--- config.mk ---
export PLATFORM = sky130hd
export DESIGN_NAME = midi_note_to_led_color
export DESIGN_NICKNAME = d
export VERILOG_FILES = /design/src/rtl/core/mntl_pkg.sv /design/src/rtl/core/mntl_front.sv /design/src/rtl/core/mntl_queue.sv /design/src/rtl/core/mntl_back.sv /design/src/rtl/core/midi_note_to_led_color.sv
export SDC_FILE = /design/constraint.sdc
export NUM_CORES = 1
export LEC_CHECK = 0
export ABC_AREA = 1
export BUFFER_PORTS_ARGS = -buffer_cell sky130_fd_sc_hd__buf_4
export CORE_UTILIZATION = 47
export CTS_CLUSTER_DIAMETER = 30
export CTS_CLUSTER_SIZE = 16
export DETAILED_ROUTE_END_ITERATION = 8
export PLACE_DENSITY_LB_ADDON = 0.05
export SLEW_MARGIN = 40
export SYNTH_ARGS = -nofsm -noshare
export SYNTH_HDL_FRONTEND = slang
export SYNTH_SLANG_ARGS = --single-unit
--- constraint.sdc ---
create_clock -name clk -period 14.11 [get_ports clk]
set_input_delay 0 -clock clk [delete_from_list [all_inputs] [get_ports clk]]
set_output_delay 0 -clock clk [all_outputs]
set_load 0.05 [all_outputs]
--- src/rtl/core/mntl_pkg.sv ---
// shared types, constants and lookup tables for the note to led color block
`timescale 1ns / 1ps
`default_nettype none

package mntl_pkg;

  // strip and message constants
  localparam int STRIP_LENGTH = 120;
  localparam logic [7:0] STATUS_NOTE_ON  = 8'h90;
  localparam logic [7:0] STATUS_NOTE_OFF = 8'h80;
  localparam logic [6:0] LOWEST_NOTE_RESET = 7'd36;

  localparam int CHAN_FULL        = 255;
  localparam int VEL_MAX          = 127;
  localparam int STEPS_PER_SECTOR = 10;
  localparam int SECTORS          = 6;
  localparam int HUE_SPAN         = STEPS_PER_SECTOR * SECTORS;
  // offset index so that note - lowest_note stays non-negative
  localparam int HUE_OFFSET       = 128;

  // queue between front and back
  localparam int QUEUE_DEPTH = 4;
  localparam int PTR_W       = $clog2(QUEUE_DEPTH);
  localparam int CNT_W       = $clog2(QUEUE_DEPTH + 1);

  // hue wheel sectors
  localparam logic [2:0] SECTOR_RED_YELLOW   = 3'd0;
  localparam logic [2:0] SECTOR_YELLOW_GREEN = 3'd1;
  localparam logic [2:0] SECTOR_GREEN_CYAN   = 3'd2;
  localparam logic [2:0] SECTOR_CYAN_BLUE    = 3'd3;
  localparam logic [2:0] SECTOR_BLUE_MAGENTA = 3'd4;

  // classified note event carried through the queue
  typedef struct packed {
    logic [6:0] led_index;
    logic [2:0] sector;
    logic [3:0] step;
    logic [7:0] bright;
  } note_item_t;

  typedef logic [255:0][6:0] hue_lut_t;
  typedef logic [127:0][6:0] idx_lut_t;
  typedef logic [127:0][7:0] bright_lut_t;
  typedef logic [15:0][7:0]  ramp_lut_t;

  // {sector, step} for index (note - lowest_note + HUE_OFFSET)
  function automatic hue_lut_t build_hue_lut();
    hue_lut_t lut;
    int v;
    for (int i = 0; i < 256; i++) begin
      v = (i - HUE_OFFSET + 3 * HUE_SPAN) % HUE_SPAN;
      lut[i] = {3'(v / STEPS_PER_SECTOR), 4'(v % STEPS_PER_SECTOR)};
    end
    return lut;
  endfunction

  function automatic idx_lut_t build_idx_lut();
    idx_lut_t lut;
    for (int i = 0; i < 128; i++) begin
      lut[i] = 7'(i % STRIP_LENGTH);
    end
    return lut;
  endfunction

  function automatic bright_lut_t build_bright_lut();
    bright_lut_t lut;
    for (int i = 0; i < 128; i++) begin
      lut[i] = 8'((i * CHAN_FULL) / VEL_MAX);
    end
    return lut;
  endfunction

  function automatic ramp_lut_t build_ramp_lut(input bit rising);
    ramp_lut_t lut;
    for (int i = 0; i < 16; i++) begin
      if (i < STEPS_PER_SECTOR) begin
        lut[i] = rising ? 8'((i * CHAN_FULL) / STEPS_PER_SECTOR)
                        : 8'(((STEPS_PER_SECTOR - i) * CHAN_FULL) / STEPS_PER_SECTOR);
      end else begin
        lut[i] = 8'd0;
      end
    end
    return lut;
  endfunction

  localparam hue_lut_t    HUE_LUT    = build_hue_lut();
  localparam idx_lut_t    IDX_LUT    = build_idx_lut();
  localparam bright_lut_t BRIGHT_LUT = build_bright_lut();
  localparam ramp_lut_t   RISE_LUT   = build_ramp_lut(1'b1);
  localparam ramp_lut_t   FALL_LUT   = build_ramp_lut(1'b0);

endpackage

`default_nettype wire

--- src/rtl/core/mntl_front.sv ---
// front end: classifies a midi message and looks up index, hue and brightness
`timescale 1ns / 1ps
`default_nettype none

module mntl_front
  import mntl_pkg::*;
(
  input  wire logic [7:0] status_byte,
  input  wire logic [6:0] note_number,
  input  wire logic [6:0] note_velocity,
  input  wire logic [6:0] lowest_note,
  output logic            is_note,
  output note_item_t      item
);

  logic       note_on;
  logic       note_off;
  logic [7:0] hue_idx;
  logic [6:0] hue_code;
  logic [6:0] vel_eff;

  assign note_on  = (status_byte == STATUS_NOTE_ON);
  assign note_off = (status_byte == STATUS_NOTE_OFF);
  assign is_note  = note_on || note_off;

  // note off forces zero brightness
  assign vel_eff  = note_on ? note_velocity : 7'd0;

  assign hue_idx  = {1'b0, note_number} + 8'(HUE_OFFSET) - {1'b0, lowest_note};
  assign hue_code = HUE_LUT[hue_idx];

  always_comb begin
    item.led_index = IDX_LUT[note_number];
    item.sector    = hue_code[6:4];
    item.step      = hue_code[3:0];
    item.bright    = BRIGHT_LUT[vel_eff];
  end

endmodule

`default_nettype wire

--- src/rtl/core/mntl_queue.sv ---
// small fifo decoupling the front end from the color back end
`timescale 1ns / 1ps
`default_nettype none

module mntl_queue
  import mntl_pkg::*;
(
  input  wire logic clk,
  input  wire logic rst_n,
  input  wire logic push_valid,
  output logic      push_ready,
  input  note_item_t push_item,
  output logic      pop_valid,
  input  wire logic pop_ready,
  output note_item_t pop_item
);

  note_item_t       store_r [QUEUE_DEPTH];
  logic [PTR_W-1:0] wr_ptr_r, wr_ptr_nxt;
  logic [PTR_W-1:0] rd_ptr_r, rd_ptr_nxt;
  logic [CNT_W-1:0] count_r, count_nxt;
  logic             push, pop;

  assign push_ready = (count_r != CNT_W'(QUEUE_DEPTH));
  assign pop_valid  = (count_r != '0);
  assign pop_item   = store_r[rd_ptr_r];

  assign push = push_valid && push_ready;
  assign pop  = pop_valid && pop_ready;

  always_comb begin
    wr_ptr_nxt = wr_ptr_r;
    rd_ptr_nxt = rd_ptr_r;
    count_nxt  = count_r;
    if (push) begin
      wr_ptr_nxt = (wr_ptr_r == PTR_W'(QUEUE_DEPTH - 1)) ? '0 : wr_ptr_r + 1'b1;
    end
    if (pop) begin
      rd_ptr_nxt = (rd_ptr_r == PTR_W'(QUEUE_DEPTH - 1)) ? '0 : rd_ptr_r + 1'b1;
    end
    if (push && !pop) begin
      count_nxt = count_r + 1'b1;
    end else if (pop && !push) begin
      count_nxt = count_r - 1'b1;
    end
  end

  always_ff @(posedge clk) begin
    if (!rst_n) begin
      wr_ptr_r <= '0;
      rd_ptr_r <= '0;
      count_r  <= '0;
    end else begin
      wr_ptr_r <= wr_ptr_nxt;
      rd_ptr_r <= rd_ptr_nxt;
      count_r  <= count_nxt;
    end
  end

  always_ff @(posedge clk) begin
    if (push) begin
      store_r[wr_ptr_r] <= push_item;
    end
  end

`ifndef NO_ASSERTIONS
  a_count_bound: assert property (@(posedge clk) disable iff (!rst_n)
    count_r <= CNT_W'(QUEUE_DEPTH))
    else $error("queue count beyond depth");

  a_fill_to_full: assert property (@(posedge clk) disable iff (!rst_n)
    push && !pop && (count_r == CNT_W'(QUEUE_DEPTH - 1)) |=> !push_ready)
    else $error("queue not full after last free slot was taken");

  a_ptr_gap: assert property (@(posedge clk) disable iff (!rst_n)
    (count_r == '0) || (count_r == CNT_W'(QUEUE_DEPTH)) |-> (wr_ptr_r == rd_ptr_r))
    else $error("queue pointers disagree with count");
`endif

endmodule

`default_nettype wire

--- src/rtl/core/mntl_back.sv ---
// back end: hue wheel channel select, brightness multiply and divide by 255
`timescale 1ns / 1ps
`default_nettype none

module mntl_back
  import mntl_pkg::*;
(
  input  wire logic  clk,
  input  wire logic  rst_n,
  input  wire logic  item_valid,
  output logic       item_ready,
  input  note_item_t item,
  output logic       out_valid,
  input  wire logic  out_ready,
  output logic [6:0] out_led_index,
  output logic [23:0] out_led_color
);

  // stage 1: products
  logic        s1_valid_r;
  logic [6:0]  s1_index_r;
  logic [15:0] s1_red_r, s1_green_r, s1_blue_r;
  // stage 2: output register
  logic        out_valid_r;
  logic [6:0]  out_index_r;
  logic [23:0] out_color_r;

  logic        s1_ready, s2_ready, s1_load;
  logic [7:0]  rise, fall;
  logic [7:0]  red, green, blue;

  assign s2_ready   = !out_valid_r || out_ready;
  assign s1_ready   = !s1_valid_r || s2_ready;
  assign item_ready = s1_ready;
  assign s1_load    = item_valid && s1_ready;

  assign rise = RISE_LUT[item.step];
  assign fall = FALL_LUT[item.step];

  always_comb begin
    unique case (item.sector)
      SECTOR_RED_YELLOW:   begin red = 8'd255; green = rise;   blue = 8'd0;   end
      SECTOR_YELLOW_GREEN: begin red = fall;   green = 8'd255; blue = 8'd0;   end
      SECTOR_GREEN_CYAN:   begin red = 8'd0;   green = 8'd255; blue = rise;   end
      SECTOR_CYAN_BLUE:    begin red = 8'd0;   green = fall;   blue = 8'd255; end
      SECTOR_BLUE_MAGENTA: begin red = rise;   green = 8'd0;   blue = 8'd255; end
      default:             begin red = 8'd255; green = 8'd0;   blue = fall;   end
    endcase
  end

  // floor(x / 255) for x up to 255 * 255
  function automatic logic [7:0] div255(input logic [15:0] x);
    logic [15:0] sum;
    sum = x + {8'd0, x[15:8]} + 16'd1;
    return sum[15:8];
  endfunction

  always_ff @(posedge clk) begin
    if (!rst_n) begin
      s1_valid_r  <= 1'b0;
      out_valid_r <= 1'b0;
    end else begin
      if (s1_ready) begin
        s1_valid_r <= item_valid;
      end
      if (s2_ready) begin
        out_valid_r <= s1_valid_r;
      end
    end
  end

  always_ff @(posedge clk) begin
    if (s1_load) begin
      s1_index_r <= item.led_index;
      s1_red_r   <= {8'd0, red} * {8'd0, item.bright};
      s1_green_r <= {8'd0, green} * {8'd0, item.bright};
      s1_blue_r  <= {8'd0, blue} * {8'd0, item.bright};
    end
    if (s2_ready && s1_valid_r) begin
      out_index_r <= s1_index_r;
      out_color_r <= {div255(s1_red_r), div255(s1_green_r), div255(s1_blue_r)};
    end
  end

  assign out_valid     = out_valid_r;
  assign out_led_index = out_index_r;
  assign out_led_color = out_color_r;

`ifndef NO_ASSERTIONS
  a_s1_holds: assert property (@(posedge clk) disable iff (!rst_n)
    s1_valid_r && out_valid_r && !out_ready |=> s1_valid_r && $stable(s1_red_r))
    else $error("stage 1 lost a held item");

  a_s1_feeds_out: assert property (@(posedge clk) disable iff (!rst_n)
    s1_valid_r && s2_ready |=> out_valid_r)
    else $error("stage 1 item did not reach output");

  a_no_take_when_stalled: assert property (@(posedge clk) disable iff (!rst_n)
    s1_valid_r && out_valid_r && !out_ready |-> !item_ready)
    else $error("back end took an item while stalled");
`endif

endmodule

`default_nettype wire

--- src/rtl/core/midi_note_to_led_color.sv ---
// top level: midi note message to led index and packed rgb color
//
//   channel | signals                                      | direction
//   --------+----------------------------------------------+----------
//   in      | in_valid/in_ready, status, note, velocity    | to block
//   out     | out_valid/out_ready, led_index, led_color    | from block
//   cfg     | cfg_we, cfg_wdata (lowest_note)              | to block
//
// one message accepted per cycle while the four entry queue has room
// out_valid rises once the input transfer has passed the queue slot, then the product stage,
//   then the output register
// messages other than note on / note off are taken and dropped, giving no result
// synchronous active low reset empties the queue and pipeline, lowest_note back to 36
// a stalled output holds the pipeline; the queue absorbs up to four more note events
`timescale 1ns / 1ps
`default_nettype none

module midi_note_to_led_color
  import mntl_pkg::*;
(
  input  wire logic        clk,
  input  wire logic        rst_n,
  input  wire logic        in_valid,
  output logic             in_ready,
  input  wire logic [7:0]  in_status_byte,
  input  wire logic [6:0]  in_note_number,
  input  wire logic [6:0]  in_note_velocity,
  output logic             out_valid,
  input  wire logic        out_ready,
  output logic [6:0]       out_led_index,
  output logic [23:0]      out_led_color,
  input  wire logic        cfg_we,
  input  wire logic [6:0]  cfg_wdata
);

  // note that maps to hue zero
  logic [6:0] lowest_note_r;

  logic       is_note;
  note_item_t front_item;
  logic       q_push_ready;
  logic       q_pop_valid;
  logic       q_pop_ready;
  note_item_t q_pop_item;

  always_ff @(posedge clk) begin
    if (!rst_n) begin
      lowest_note_r <= LOWEST_NOTE_RESET;
    end else if (cfg_we) begin
      lowest_note_r <= cfg_wdata;
    end
  end

  // classify and look up per-note values
  mntl_front u_front (
    .status_byte   (in_status_byte),
    .note_number   (in_note_number),
    .note_velocity (in_note_velocity),
    .lowest_note   (lowest_note_r),
    .is_note       (is_note),
    .item          (front_item)
  );

  // input is taken whenever the queue has room, note events are pushed
  assign in_ready = q_push_ready;

  mntl_queue u_queue (
    .clk        (clk),
    .rst_n      (rst_n),
    .push_valid (in_valid && is_note),
    .push_ready (q_push_ready),
    .push_item  (front_item),
    .pop_valid  (q_pop_valid),
    .pop_ready  (q_pop_ready),
    .pop_item   (q_pop_item)
  );

  // color generation and output register
  mntl_back u_back (
    .clk           (clk),
    .rst_n         (rst_n),
    .item_valid    (q_pop_valid),
    .item_ready    (q_pop_ready),
    .item          (q_pop_item),
    .out_valid     (out_valid),
    .out_ready     (out_ready),
    .out_led_index (out_led_index),
    .out_led_color (out_led_color)
  );

endmodule

`default_nettype wire
; ---- Word-level counts from Yosys, hierarchy flattened
; Memories as Yosys holds them, arrays and structs flattened. A register that Yosys moved wholly into a read port is not among the register bits.
; Cells that the tools add are included.
[op_classes]
add_sub_neg = 12
n_mul = 3
n_lt_le_gt_ge = 4
n_eq_ne = 9
n_mux = 17
reduce_logical = 20
[ops]
columns = cell, n
row1 = $pmux 8 s3, 3
row2 = $add 16x1->16 const B, 3
row3 = $add 16x8->16, 3
row4 = $mul 8x8->16, 3
row5 = $mux 8, 3
row6 = $mux 7, 3
row7 = $eq 8x8->1 const B, 2
row8 = $lt 7x8->1 const B, 2
row9 = $lt 8x9->1 const B, 1
row10 = $add 7x8->8 const B, 1
row11 = $mux 2, 4
row12 = $reduce_or 2->1, 4
row13 = $sub 8x7->8, 1
row14 = $eq 3x2->1 const B, 2
row15 = $logic_and 1x1->1, 6
row16 = $mux 3, 2
row17 = $lt 4x5->1 const B, 1
row18 = $add 2x1->2 const B, 2
row19 = $eq 2x2->1 const B, 2
row20 = $logic_not 1->1, 4
row21 = $add 3x1->3 const B, 1
row22 = $eq 3x1->1 const B, 1
row23 = $eq 3x3->1 const B, 1
row24 = $logic_not 3->1, 1
row25 = 6 further kinds, 9
[totals]
ff_bits = 102
mem_bits_rw = 88
rom_bits = 3968
inputBits = 34
out_inout_bits = 33
elab_cells = 83
n_memories = 6
[mem_list]
columns = memory, words, width, read_ports, rd_clocked_by_memory_dff, write_ports, line
row1 = (name not given), 256, 7, 1, 0, 0, mntl_front.sv:30  ; assign hue_code = HUE_LUT[hue_idx];
row2 = (name not given), 128, 8, 1, 0, 0, mntl_front.sv:36  ; item.bright = BRIGHT_LUT[vel_eff];
row3 = (name not given), 128, 7, 1, 0, 0, mntl_front.sv:33  ; item.led_index = IDX_LUT[note_number];
row4 = (name not given), 16, 8, 1, 0, 0, mntl_back.sv:37  ; assign rise = RISE_LUT[item.step];
row5 = (name not given), 16, 8, 1, 0, 0, mntl_back.sv:38  ; assign fall = FALL_LUT[item.step];
row6 = u_queue.store_r, 4, 22, 1, 1, 1, mntl_queue.sv:18  ; note_item_t store_r [QUEUE_DEPTH];

; ---- Depth between registers and ports, before layout
[logic_depth]
ltp_word = 8
mapped_depth = 33
ltp_nobuf = 31

; ---- Modules after synthesis
; Synthesis repeated with hierarchy kept, for this count alone.
[hier_totals]
hier_cells = 2069
hier_area_um2 = 16966.3
[modules_own_cells]
columns = mod, n_inst, cells_per_inst, area_per_inst_um2, seq_area_each_um2
row1 = mntl_back, 1, 1446, 11339.6, 2622.5
row2 = mntl_queue, 1, 283, 3797.4, 2822.7
row3 = mntl_front, 1, 298, 1547.7, 0.0
row4 = midi_note_to_led_color, 1, 42, 281.5, 140.1

; ---- Worst setup path before layout
; OpenSTA, ideal clock, no wires.
[synth_timing]
path_type = flip-flop to flip-flop
from = reg with a tool-made name
to = reg u_back.s1_green_r[13], data pin
setup_ns = 0.264
arrival_ns = 5.494
required_ns = 13.846
slack_ns = 8.352
stages_incl_launch_ff = 31
n_path_buf = 2
synth_period_minus_slack_ns = 5.758
path_cell_list = dfxtp_1 > buf_6 > inv_4 > buf_6 > nand2_1 > a32oi_1 > inv_1 > ha_1 > inv_1 > nand2_1 > o21ai_0 > nand2_1 > nand3_1 > nand3_1 > nand2_1 > inv_1 > fa_1 > inv_1 > fa_1 > inv_1 > fa_1 > inv_1 > fa_1 > inv_1 > ha_1 > nand2_1 > o21ai_0 > nor2_1 > o21ai_0 > a31oi_1 > xor2_1
[synth_lines]
columns = item, line
row1 = to (signal assigned), mntl_back.sv:76  ; s1_green_r <= {8'd0, green} * {8'd0, item.bright};
row2 = to (decl), mntl_back.sv:22  ; logic [15:0] s1_red_r, s1_green_r, s1_blue_r;

==> results.sh <==
export IMPL_outcome="finished clean"
export IMPL_postCtsSetupBuffers=0
export IMPL_fmax_mhz=144
export IMPL_clockBufferDepth=2
export IMPL_post_route_period_util_pct=49.2
export IMPL_routed_top_layer="met4"
export IMPL_synth_seq_cells=192
export IMPL_synth_area_um2=15900
export IMPL_clockRootBuffer="clkbuf_16"
export IMPL_holdPathEnd="u_queue.store_r[3][4]"
export IMPL_wl_per_cell_um=15.4
export IMPL_n_antenna_cell=0
export IMPL_drive_gt1_share_pct=11.1
export IMPL_fin_skew_ns=0.0158
export IMPL_crit_family="adder cells"
export IMPL_crit_path_start_kind="flop"
export IMPL_grt_usage_pct=22.4
export IMPL_die_h_um=186
export IMPL_start_util_pct=47.6
export IMPL_die_area_um2=34600
export IMPL_required_ns=14.32
export IMPL_cts_resized=0
export IMPL_finalSetupTns_ns=0
export IMPL_worstSetupPathType="reg2reg"
export IMPL_clk_latency_ns=0.46
export IMPL_grt_overflow=0
export IMPL_syn_nets=2072
export IMPL_drcViolationCount=0
export IMPL_totalWireLength_mm=36.0
export IMPL_first_pass_iters=5
export IMPL_reg2reg_setup_slack_ns=7.17
export IMPL_worstHoldPathCells=3
export IMPL_die_w_um=186
export IMPL_rsz0062_at_grt="false"
export IMPL_grt_pass1_vias=12068
export IMPL_critPathBufInv=8
export IMPL_cts_htree_levels=4
export IMPL_wl_met2_mm=17.8
export IMPL_drv_slew=0
export IMPL_maxCapViolCount=0
export IMPL_drt_iter0_markers=689
export IMPL_core_area_um2=33400
export IMPL_io_buffers=66
export IMPL_wl_met3_mm=1.33
export IMPL_slew_headroom_pct=48.0
export IMPL_synth_main_ff_cell="edfxtp_1"
export IMPL_finalSetupViolCount=0
export IMPL_path_common_cell="inv_1"
export IMPL_ys_types=55
export IMPL_cp_max_fo=31
export IMPL_syn_inst=1775
export IMPL_reg2reg_depth=27
export IMPL_syn2layout_area_growth_pct=12.3
export IMPL_slowest_delay_ns=0.67
export IMPL_ant_nets=0
export IMPL_antenna_found_initial=0
export IMPL_cp_slowest_cell="dfxtp_1"
export IMPL_async_flop_share_pct=0
export IMPL_tritoncts="built"
export IMPL_finalNetCount=2173
export IMPL_routed_via_density=5.11
export IMPL_finalHoldViolations=0
export IMPL_ys_seq_area_share_pct=35.1
export IMPL_clkTransAtPathRegs_ns=0.08
export IMPL_cts_hold_buf=38
export IMPL_hold_path_class="in2reg"
export IMPL_syn_avg_cell_area_um2=8.97
export IMPL_vias=11932
export IMPL_clock_sinks=192
export IMPL_drt_met1_wl_mm=16.1
export IMPL_yosys_warnings=0
export IMPL_numCtsBuffers=17
export IMPL_worstSetupEndpointType="flop"
export IMPL_num_rows=67
export IMPL_synth_edf_count=174
export IMPL_ios=67
export IMPL_cp_data_arrival_time_ns=7.14
export IMPL_gp_congestion=0.898
export IMPL_grt_pass1_wl_mm=59.9
export IMPL_rr_endpoint="u_back.s1_green_r[13]"
export IMPL_grt_max_degree=46
export IMPL_period_needed_ns=6.94
export IMPL_worst_slew_pin_slew_ns=0.777
export IMPL_dp_final_hpwl_mm=27.0
export IMPL_min_from="in_status_byte[4]"
layout make-up:
| type | instances | area [µm²] |
|---|---|---|
| multi-input combinational | 1230 | 8990 |
| sequential | 192 | 5590 |
| tap | 448 | 561 |
| fill | 3102 | 15600 |
| timing repair buffer | 116 | 966 |
| clock inverter | 14 | 146 |
| inverter | 319 | 1200 |
| clock buffer | 18 | 429 |
how the worst max path moves through the flow:
| stage | start | cells past startpoint | to |
|---|---|---|---|
| after floorplan | flop | 30 | u_back.s1_green_r[13] |
| after global placement | flop | 27 | u_back.s1_green_r[13] |
| after detailed placement | flop | 22 | u_back.s1_green_r[13] |
| after CTS | flop | 22 | u_back.s1_green_r[13] |
| after global routing | flop | 27 | u_back.s1_green_r[13] |
| final | flop | 27 | u_back.s1_green_r[13] |
cell usage in the layout (no fill, tap or decap), types with 8 or more instances in the layout:
cell type	Yosys	final
inv_2	22	23
a21oi_1	91	90
nand3_1	133	133
dlygate4sd3_1	0	38
o21ai_0	57	57
xnor2_1	18	18
inv_1	293	292
nand2_2	9	9
fa_1	110	110
nor3_1	11	11
nor2_2	6	9
or2_2	27	27
buf_4	1	78
edfxtp_1	174	174
nor2_1	159	155
nand2_1	327	327
o21ai_1	8	8
xor2_1	31	31
dfxtp_1	18	18
o22ai_1	8	8
clkbuf_16	0	17
ha_1	153	153
stage by stage:
step	hold WS (ns)	util, %	setup WS (ns)	area (µm²)	cells
finish	0.116	53.4	7.17	17900	2337
global route	0.168	53.4	6.60	17900	2337
CTS	0.107	53.4	7.17	17900	2337
detailed placement	0.224	50.6	7.17	16900	2267
global placement	0.218	50.6	7.29	16900	2267
floorplan	0.0989	-	8.35	15900	1775
synthesized netlist by cell type, types with 5 or more instances:
cell      number  area (µm²)
nand2_2        9        56.3
o22ai_1        8        50.1
o211ai_1       6        45.0
nand2_1      327        1230
nand3_1      133         666
nand3_2        5        50.1
clkbuf_1      11        41.3
o21ai_0       57         285
edfxtp_1     174        5230
nor2_4         5        56.3
a21o_1         5        37.5
dfxtp_1       18         360
buf_2         17        85.1
a21oi_1       91         455
nor2_1       159         597
nand4_1        6        37.5
or2_2         27         169
inv_1        293        1100
o21ai_1        8        40.0
ha_1         153        1910
nor2_2         6        37.5
xnor2_1       18         158
fa_1         110        2200
inv_2         22        82.6
nor3_1        11        55.1
xor2_1        31         272
routing by layer:
metal / global-route usage, % / up-vias
li1: - / 5976
met1: 28.3 / 5654
met3: 3.87 / 48
met4: 6.92 / 0
met5: 0 / -
met2: 38.8 / 254
state kept, by name (all words and copies together) (netlist names), named ones only:
register,cells
u_queue.store_r,88
u_back.out_led_color,24
u_back.s1_blue_r,16
u_back.s1_green_r,16
u_back.s1_red_r,16
lowest_note_r,7
u_back.out_led_index,7
u_back.s1_index_r,7
u_queue.count_r,3
u_queue.rd_ptr_r,2
u_queue.wr_ptr_r,2
u_back.out_valid,1
u_back.s1_valid_r,1
cell families after synthesis:
group	after synthesis	share of synthesized area [%]
AOI/OAI and AO/OA	213	8.25
xor gates and xnor gates	49	2.70
adders and majority gates	263	25.9
buffers and inverters	353	8.59
DFF	192	35.1
and+or+nand+nor	705	19.5
worst register-to-register path, cell delays in order (launching register included):
cell and delay [ns]:
dfxtp_1 0.67, inv_2 0.45, a32oi_1 0.52, inv_1 0.15
ha_1 0.34, inv_1 0.08, nand2_1 0.08, o21ai_0 0.08
nand2_1 0.14, nand3_1 0.10, nand3_1 0.24, nand2_1 0.16
inv_1 0.07, fa_1 0.53, inv_1 0.05, fa_1 0.47
inv_1 0.05, fa_1 0.53, inv_1 0.05, fa_1 0.52
inv_1 0.04, ha_1 0.34, nand2_1 0.08, o21ai_0 0.16
nor2_1 0.08, o21ai_0 0.37, a31oi_1 0.17, xor2_1 0.17
Power is not shown: default switching activity piles up to over one toggle a cycle in this logic, so the estimate is an artifact.
